## src/hw/rtl/ahs_pkg.sv

```systemverilog
// shared types, constants and table functions of the harmonic synthesizer
`default_nettype none
package ahs_pkg;

    localparam int F0_W       = 16;
    localparam int SCALE_W    = 36;
    localparam int BASE_W     = 52;
    localparam int NYQ_W      = 21;
    localparam int GAIN_W     = 16;
    localparam int AROUSAL_W  = 9;
    localparam int SAMPLE_W   = 16;
    localparam int DEPTH_W    = 19;
    localparam int CFG_IDX_W  = 3;
    localparam int CFG_DATA_W = 36;

    localparam logic [CFG_IDX_W-1:0] CFG_ENABLED     = 3'd0;
    localparam logic [CFG_IDX_W-1:0] CFG_PHASE_SCALE = 3'd1;
    localparam logic [CFG_IDX_W-1:0] CFG_NYQUIST     = 3'd2;
    localparam logic [CFG_IDX_W-1:0] CFG_HARM_GAIN   = 3'd3;
    localparam logic [CFG_IDX_W-1:0] CFG_AROUSAL     = 3'd4;
    localparam logic [CFG_IDX_W-1:0] CFG_OUT_GAIN    = 3'd5;

    localparam logic [SCALE_W-1:0]   RST_PHASE_SCALE = 36'd5864062014;
    localparam logic [NYQ_W-1:0]     RST_NYQUIST     = 21'd384000;
    localparam logic [GAIN_W-1:0]    RST_HARM_GAIN   = 16'd1638;
    localparam logic [AROUSAL_W-1:0] RST_AROUSAL     = 9'd0;
    localparam logic [GAIN_W-1:0]    RST_OUT_GAIN    = 16'd4096;

    localparam logic [F0_W-1:0]      F0_MAX_Q4     = 16'd32000;
    localparam logic [AROUSAL_W-1:0] VIB_THRESHOLD = 9'd128;
    localparam logic [10:0]          VIB_DEPTH_Q16 = 11'd1311;
    localparam logic [15:0]          SOFT_GAIN_Q16 = 16'd52429;
    localparam logic [15:0]          TANH_SAT      = 16'd32746;

    typedef logic [15:0] tanh_pt_t;
    localparam tanh_pt_t TANH_PTS [33] = '{
        16'd0,     16'd4075,  16'd8025,  16'd11743, 16'd15143, 16'd18173, 16'd20813,
        16'd23073, 16'd24956, 16'd26519, 16'd27797, 16'd28830, 16'd29660, 16'd30322,
        16'd30847, 16'd31262, 16'd31589, 16'd31847, 16'd32048, 16'd32206, 16'd32329,
        16'd32426, 16'd32501, 16'd32560, 16'd32606, 16'd32642, 16'd32670, 16'd32691,
        16'd32708, 16'd32721, 16'd32732, 16'd32740, 16'd32746};

    typedef logic [BASE_W-1:0] base_t;

    typedef struct packed {
        base_t           base;
        logic [F0_W-1:0] f0;
        logic            block_end;
        logic            active;
    } item_t;

    typedef struct packed {
        logic [NYQ_W-1:0]     nyquist;
        logic [GAIN_W-1:0]    harm_gain;
        logic [AROUSAL_W-1:0] arousal;
        logic [GAIN_W-1:0]    out_gain;
    } cfg_t;

    // quarter-wave sine entry, odd polynomial in q30 rounded to q15
    function automatic logic [14:0] sine_entry(input int r, input int qbits);
        longint x;
        longint x2;
        longint p;
        longint y;
        x  = longint'(r) <<< (30 - qbits);
        x2 = (x * x) >>> 30;
        p  = 172272;
        p  = -5026995 + ((p * x2) >>> 30);
        p  = 85569306 + ((p * x2) >>> 30);
        p  = -693598668 + ((p * x2) >>> 30);
        p  = 1686629713 + ((p * x2) >>> 30);
        y  = (p * x) >>> 30;
        y  = (y + 16384) >>> 15;
        if (y < 0)
            y = 0;
        if (y > 32767)
            y = 32767;
        return 15'(y);
    endfunction

endpackage
`default_nettype wire

```

## src/hw/rtl/ahs_front.sv

```systemverilog
// front end: configuration registers, item classification and the item queue
`default_nettype none
module ahs_front (
    input  wire logic                             clk,
    input  wire logic                             rst_n,
    input  wire logic                             push,
    output logic                                  full,
    input  wire logic [ahs_pkg::F0_W-1:0]         f0_q4,
    input  wire logic                             block_end,
    input  wire logic                             cfg_valid,
    output logic                                  cfg_ready,
    input  wire logic [ahs_pkg::CFG_IDX_W-1:0]    cfg_index,
    input  wire logic [ahs_pkg::CFG_DATA_W-1:0]   cfg_data,
    output logic                                  item_valid,
    output ahs_pkg::item_t                        item,
    input  wire logic                             item_pop,
    output ahs_pkg::cfg_t                         cfg
);

    logic                             enabled_reg;
    logic [ahs_pkg::SCALE_W-1:0]      phase_scale_reg;
    logic [ahs_pkg::NYQ_W-1:0]        nyquist_reg;
    logic [ahs_pkg::GAIN_W-1:0]       harm_gain_reg;
    logic [ahs_pkg::AROUSAL_W-1:0]    arousal_reg;
    logic [ahs_pkg::GAIN_W-1:0]       out_gain_reg;

    ahs_pkg::item_t q_mem [2];
    logic           wr_ptr_reg;
    logic           rd_ptr_reg;
    logic [1:0]     count_reg;
    logic [1:0]     count_next;
    logic           do_push;
    ahs_pkg::item_t new_item;

    assign cfg_ready = 1'b1;

    always_ff @(posedge clk or negedge rst_n)
    begin
        if (!rst_n)
        begin
            enabled_reg     <= 1'b0;
            phase_scale_reg <= ahs_pkg::RST_PHASE_SCALE;
            nyquist_reg     <= ahs_pkg::RST_NYQUIST;
            harm_gain_reg   <= ahs_pkg::RST_HARM_GAIN;
            arousal_reg     <= ahs_pkg::RST_AROUSAL;
            out_gain_reg    <= ahs_pkg::RST_OUT_GAIN;
        end
        else if (cfg_valid)
        begin
            case (cfg_index)
                ahs_pkg::CFG_ENABLED:     enabled_reg     <= cfg_data[0];
                ahs_pkg::CFG_PHASE_SCALE: phase_scale_reg <= cfg_data;
                ahs_pkg::CFG_NYQUIST:     nyquist_reg     <= cfg_data[ahs_pkg::NYQ_W-1:0];
                ahs_pkg::CFG_HARM_GAIN:   harm_gain_reg   <= cfg_data[ahs_pkg::GAIN_W-1:0];
                ahs_pkg::CFG_AROUSAL:     arousal_reg     <= cfg_data[ahs_pkg::AROUSAL_W-1:0];
                ahs_pkg::CFG_OUT_GAIN:    out_gain_reg    <= cfg_data[ahs_pkg::GAIN_W-1:0];
                default:                  ;
            endcase
        end
    end

    assign cfg.nyquist   = nyquist_reg;
    assign cfg.harm_gain = harm_gain_reg;
    assign cfg.arousal   = arousal_reg;
    assign cfg.out_gain  = out_gain_reg;

    always_comb
    begin
        new_item.base      = ahs_pkg::base_t'(f0_q4) * ahs_pkg::base_t'(phase_scale_reg);
        new_item.f0        = f0_q4;
        new_item.block_end = block_end;
        new_item.active    = enabled_reg && (f0_q4 != '0) && (f0_q4 <= ahs_pkg::F0_MAX_Q4);
    end

    assign full       = (count_reg == 2'd2);
    assign do_push    = push && !full;
    assign item_valid = (count_reg != 2'd0);
    assign item       = q_mem[rd_ptr_reg];

    always_comb
    begin
        count_next = count_reg;
        if (do_push && !item_pop)
            count_next = count_reg + 2'd1;
        else if (!do_push && item_pop)
            count_next = count_reg - 2'd1;
    end

    always_ff @(posedge clk or negedge rst_n)
    begin
        if (!rst_n)
        begin
            wr_ptr_reg <= 1'b0;
            rd_ptr_reg <= 1'b0;
            count_reg  <= 2'd0;
        end
        else
        begin
            count_reg <= count_next;
            if (do_push)
                wr_ptr_reg <= !wr_ptr_reg;
            if (item_pop)
                rd_ptr_reg <= !rd_ptr_reg;
        end
    end

    always_ff @(posedge clk)
    begin
        if (do_push)
            q_mem[wr_ptr_reg] <= new_item;
    end

endmodule
`default_nettype wire

```

## config.mk

```make
export PLATFORM = sky130hd
export DESIGN_NAME = ahs_front
export DESIGN_NICKNAME = d
export VERILOG_FILES = /design/src/hw/rtl/ahs_pkg.sv /design/src/hw/rtl/ahs_front.sv
export SDC_FILE = /design/constraint.sdc
export NUM_CORES = 2
export LEC_CHECK = 0
export ABC_AREA = 1
export BUFFER_PORTS_ARGS = -buffer_cell sky130_fd_sc_hd__buf_2
export CORE_ASPECT_RATIO = 0.7
export CORE_MARGIN = 2
export CORE_UTILIZATION = 40
export DETAILED_ROUTE_END_ITERATION = 10
export PLACE_DENSITY = 0.54
export SYNTH_ARGS = -nofsm -noshare
export SYNTH_HDL_FRONTEND = slang
export SYNTH_SLANG_ARGS = --single-unit
```

## constraint.sdc

```tcl
create_clock -name clk -period 9.9 [get_ports clk]
set_clock_uncertainty 0.2 [all_clocks]
set_input_delay 0.99 -clock clk [delete_from_list [all_inputs] [get_ports clk]]
set_output_delay 0.99 -clock clk [all_outputs]
set_load 0.01 [all_outputs]
```

==> results.sh <==
export IMPL_status="finished clean"
export IMPL_dp_final_hpwl_um=59100
export IMPL_drive_gt1_frac=0.119
export IMPL_fin_nets=4239
export IMPL_crit_family="adder cells"
export IMPL_die_height_um=230
export IMPL_track_usage=0.216
export IMPL_period_minus_slack_ps=6750
export IMPL_worstPathCellList="buf_2 -> nand2_1 -> fa_1 -> inv_1 -> fa_1 -> fa_1 -> fa_1 -> fa_1 -> inv_1 -> fa_1 -> inv_1 -> ha_1 -> nand2_1 -> inv_1 -> nand2_1 -> nor2_2 -> nand4_1 -> nand3_1 -> nand2_1 -> nand3_1 -> nand2_1"
export IMPL_arrival_ps=6890
export IMPL_cts_buffer_depth=3
export IMPL_period_share=0.681
export IMPL_hp_class="in -> async"
export IMPL_final_setup_tns_ps=0
export IMPL_final_setup_worst_slack_ps=3150
export IMPL_fmax_ghz=0.148
export IMPL_cts_root_buf="clkbuf_16"
export IMPL_antenna_found_initial=1
export IMPL_yosysUniqueCellTypes=33
export IMPL_drtAntennaViolNets=0
export IMPL_synth_edf_count=140
export IMPL_start_util=0.405
export IMPL_crit_top_cell="fa_1"
export IMPL_syn_area_per_cell_sq_um=8.30
export IMPL_synthTopCellsByCount="nand2_1 (1089), inv_1 (973), fa_1 (474), edfxtp_1 (140), ha_1 (125)"
export IMPL_setup_viol=0
export IMPL_synth_area_sq_um=29100
export IMPL_netlist_area_leader_share=0.326
export IMPL_crit_path_max_fanout=39
export IMPL_hold_viol=0
export IMPL_die_x_um=326
export IMPL_avgViaCountPerCell=4.63
export IMPL_async_flop_share=0.424
export IMPL_cpPeakStageDelay_ps=690
export IMPL_synth_flop_cell="edfxtp_1"
export IMPL_ys_seq_elements=243
export IMPL_critPathRequiredTime_ps=10040
export IMPL_grt_max_degree=72
export IMPL_worstSetupEndpointType="flip-flop"
export IMPL_setup_worst_path_class="in -> reg"
export IMPL_place_area_sq_um=30800
export IMPL_wl_um=76600
export IMPL_start_kind="input pin"
export IMPL_largest_reg_flops=140
export IMPL_io_pins=196
export IMPL_drc=0
export IMPL_avgRoutedWirePerCell_um=16.8
export IMPL_cts_buffers=27
export IMPL_core_sq_um=71800
export IMPL_crit_buf_inv=5
export IMPL_die_area_sq_um=75000
export IMPL_drv_slew=0
export IMPL_grt_pass1_wl_um=128000
export IMPL_fill_cells=7255
export IMPL_synth_largest_area_cell="fa_1"
export IMPL_io_buffers=194
export IMPL_synth_top_cells_by_area="fa_1 (33%), edfxtp_1 (14%), nand2_1 (14%)"
export IMPL_syn_nets=4165
export IMPL_finalInstanceArea_sq_um=31700
export IMPL_insertion_delay_ps=600
export IMPL_synthCells=3505
export IMPL_ctsHoldBuffers=0
export IMPL_maxCapViolCount=0
export IMPL_clock_sinks=243
export IMPL_post_cts_resized=0
export IMPL_finalWeightedCongestion=0.921
export IMPL_firstDrtPassIters=6
export IMPL_htreeDepth=1
export IMPL_dr_first_iter_drc_count=1317
export IMPL_yosysMostFrequentCell="nand2_1"
export IMPL_multi_input_area_sq_um=18000
export IMPL_place_ws_ps=2600
export IMPL_areaGrowthSynthToFinish_pct=8.81
export IMPL_row_count=82
export IMPL_slew_headroom=0.265
export IMPL_post_cts_buffers=0
export IMPL_overflow=0
export IMPL_tightest_slew_ps=1100
export IMPL_grt_pass1_vias=22600
export IMPL_dr_total_vias=21200
export IMPL_cp_slowest_cell="buf_2"
export IMPL_yosysSeqAreaShare=0.234
export IMPL_clk_pin_slew_ps=70
export IMPL_regArea_sq_um=6820
export IMPL_cts_tree="yes"
export IMPL_rsz0062_at_grt="false"
export IMPL_synth_warnings=0
per-layer routing:
| metal | GRT usage | wire length (um) | vias to the layer above |
|---|---|---|---|
| met1 | 0.319 | 36900 | 10400 |
| li1 | - | - | 10100 |
| met3 | 0.0303 | 4420 | 70 |
| met5 | 0 | 0 | - |
| met2 | 0.343 | 34000 | 503 |
| met4 | 0.0380 | 1250 | 0 |
cells by family (layout without fill, tap and decap cells):
kind of cell,Yosys count,after routing,share of synthesized area
buffers and inverters,1140,1233,0.148
AOI/OAI and AO/OA,124,124,0.0218
DFF,243,243,0.234
adders and majority gates,599,599,0.380
other,1,2,0.000129
muxes,85,85,0.0329
xor gates and xnor gates,31,31,0.00933
and+or+nand+nor,1282,1282,0.174
worst reg2reg max path: stages (launching register included):
cell and delay [ps]:
dfrtp_1 900, nand2_1 190, fa_1 540, fa_1 500, fa_1 550, inv_1 50, fa_1 550, fa_1 580
inv_1 70, fa_1 480, inv_1 40, ha_1 390, nand2_1 140, inv_1 90, nand2_1 70, nor2_2 280
nand4_1 130, nand3_1 230, nand2_1 110, nand3_1 80, nand2_1 90
final timing paths:
path                       depth (start not counted)                start                   to  slack, ps
max                                               21             f0_q4[7]         q_mem[0][56]       3150
min                                                1                rst_n  phase_scale_reg[20]        160
max reg2reg                                       20  phase_scale_reg[16]         q_mem[0][56]       3380
min reg2reg                                        2      nyquist_reg[19]      nyquist_reg[19]        280
max in group asynchronous                          2                rst_n           rd_ptr_reg       7970
min in group clk                                   2      nyquist_reg[19]      nyquist_reg[19]        280
cells in the final DEF (no fill, tap or decap), types with 2 or more instances in the layout:
master	n
a21oi_1	33
buf_2	193
buf_4	14
bufinv_16	2
clkbuf_1	3
clkbuf_16	28
clkinv_2	6
clkinv_4	2
dfrtp_1	69
dfstp_2	33
edfxtp_1	140
fa_1	474
ha_1	125
inv_1	973
inv_2	5
inv_6	2
mux2_2	85
nand2_1	1088
nand2_2	14
nand3_1	40
nand3_2	6
nand4_1	12
nor2_1	83
nor2_2	26
nor2_4	3
nor3_1	3
nor3_2	3
nor4_1	2
o21ai_0	85
o21bai_1	4
xnor2_1	3
xor2_1	28
metrics by stage:
step	utilization	hold slack, ps	std cells
floorplan	-	282	3505
finish	0.441	162	4565
detailed placement	0.429	268	4516
CTS	0.441	141	4564
global route	0.441	174	4565
global placement	0.429	261	4516
area by class of cell:
type,count,share of cell area
well taps,966,0.0382
inverters,978,0.116
repair buffers,207,0.0338
clock buffers,33,0.0231
flip-flops and latches,243,0.215
diodes,1,0.0000790
multi-input cells,2122,0.568
clock inverters,15,0.00502
Power is left out: the tool's default activity adds up to more than one toggle a clock period on the data nets, which glitch-free logic cannot reach.
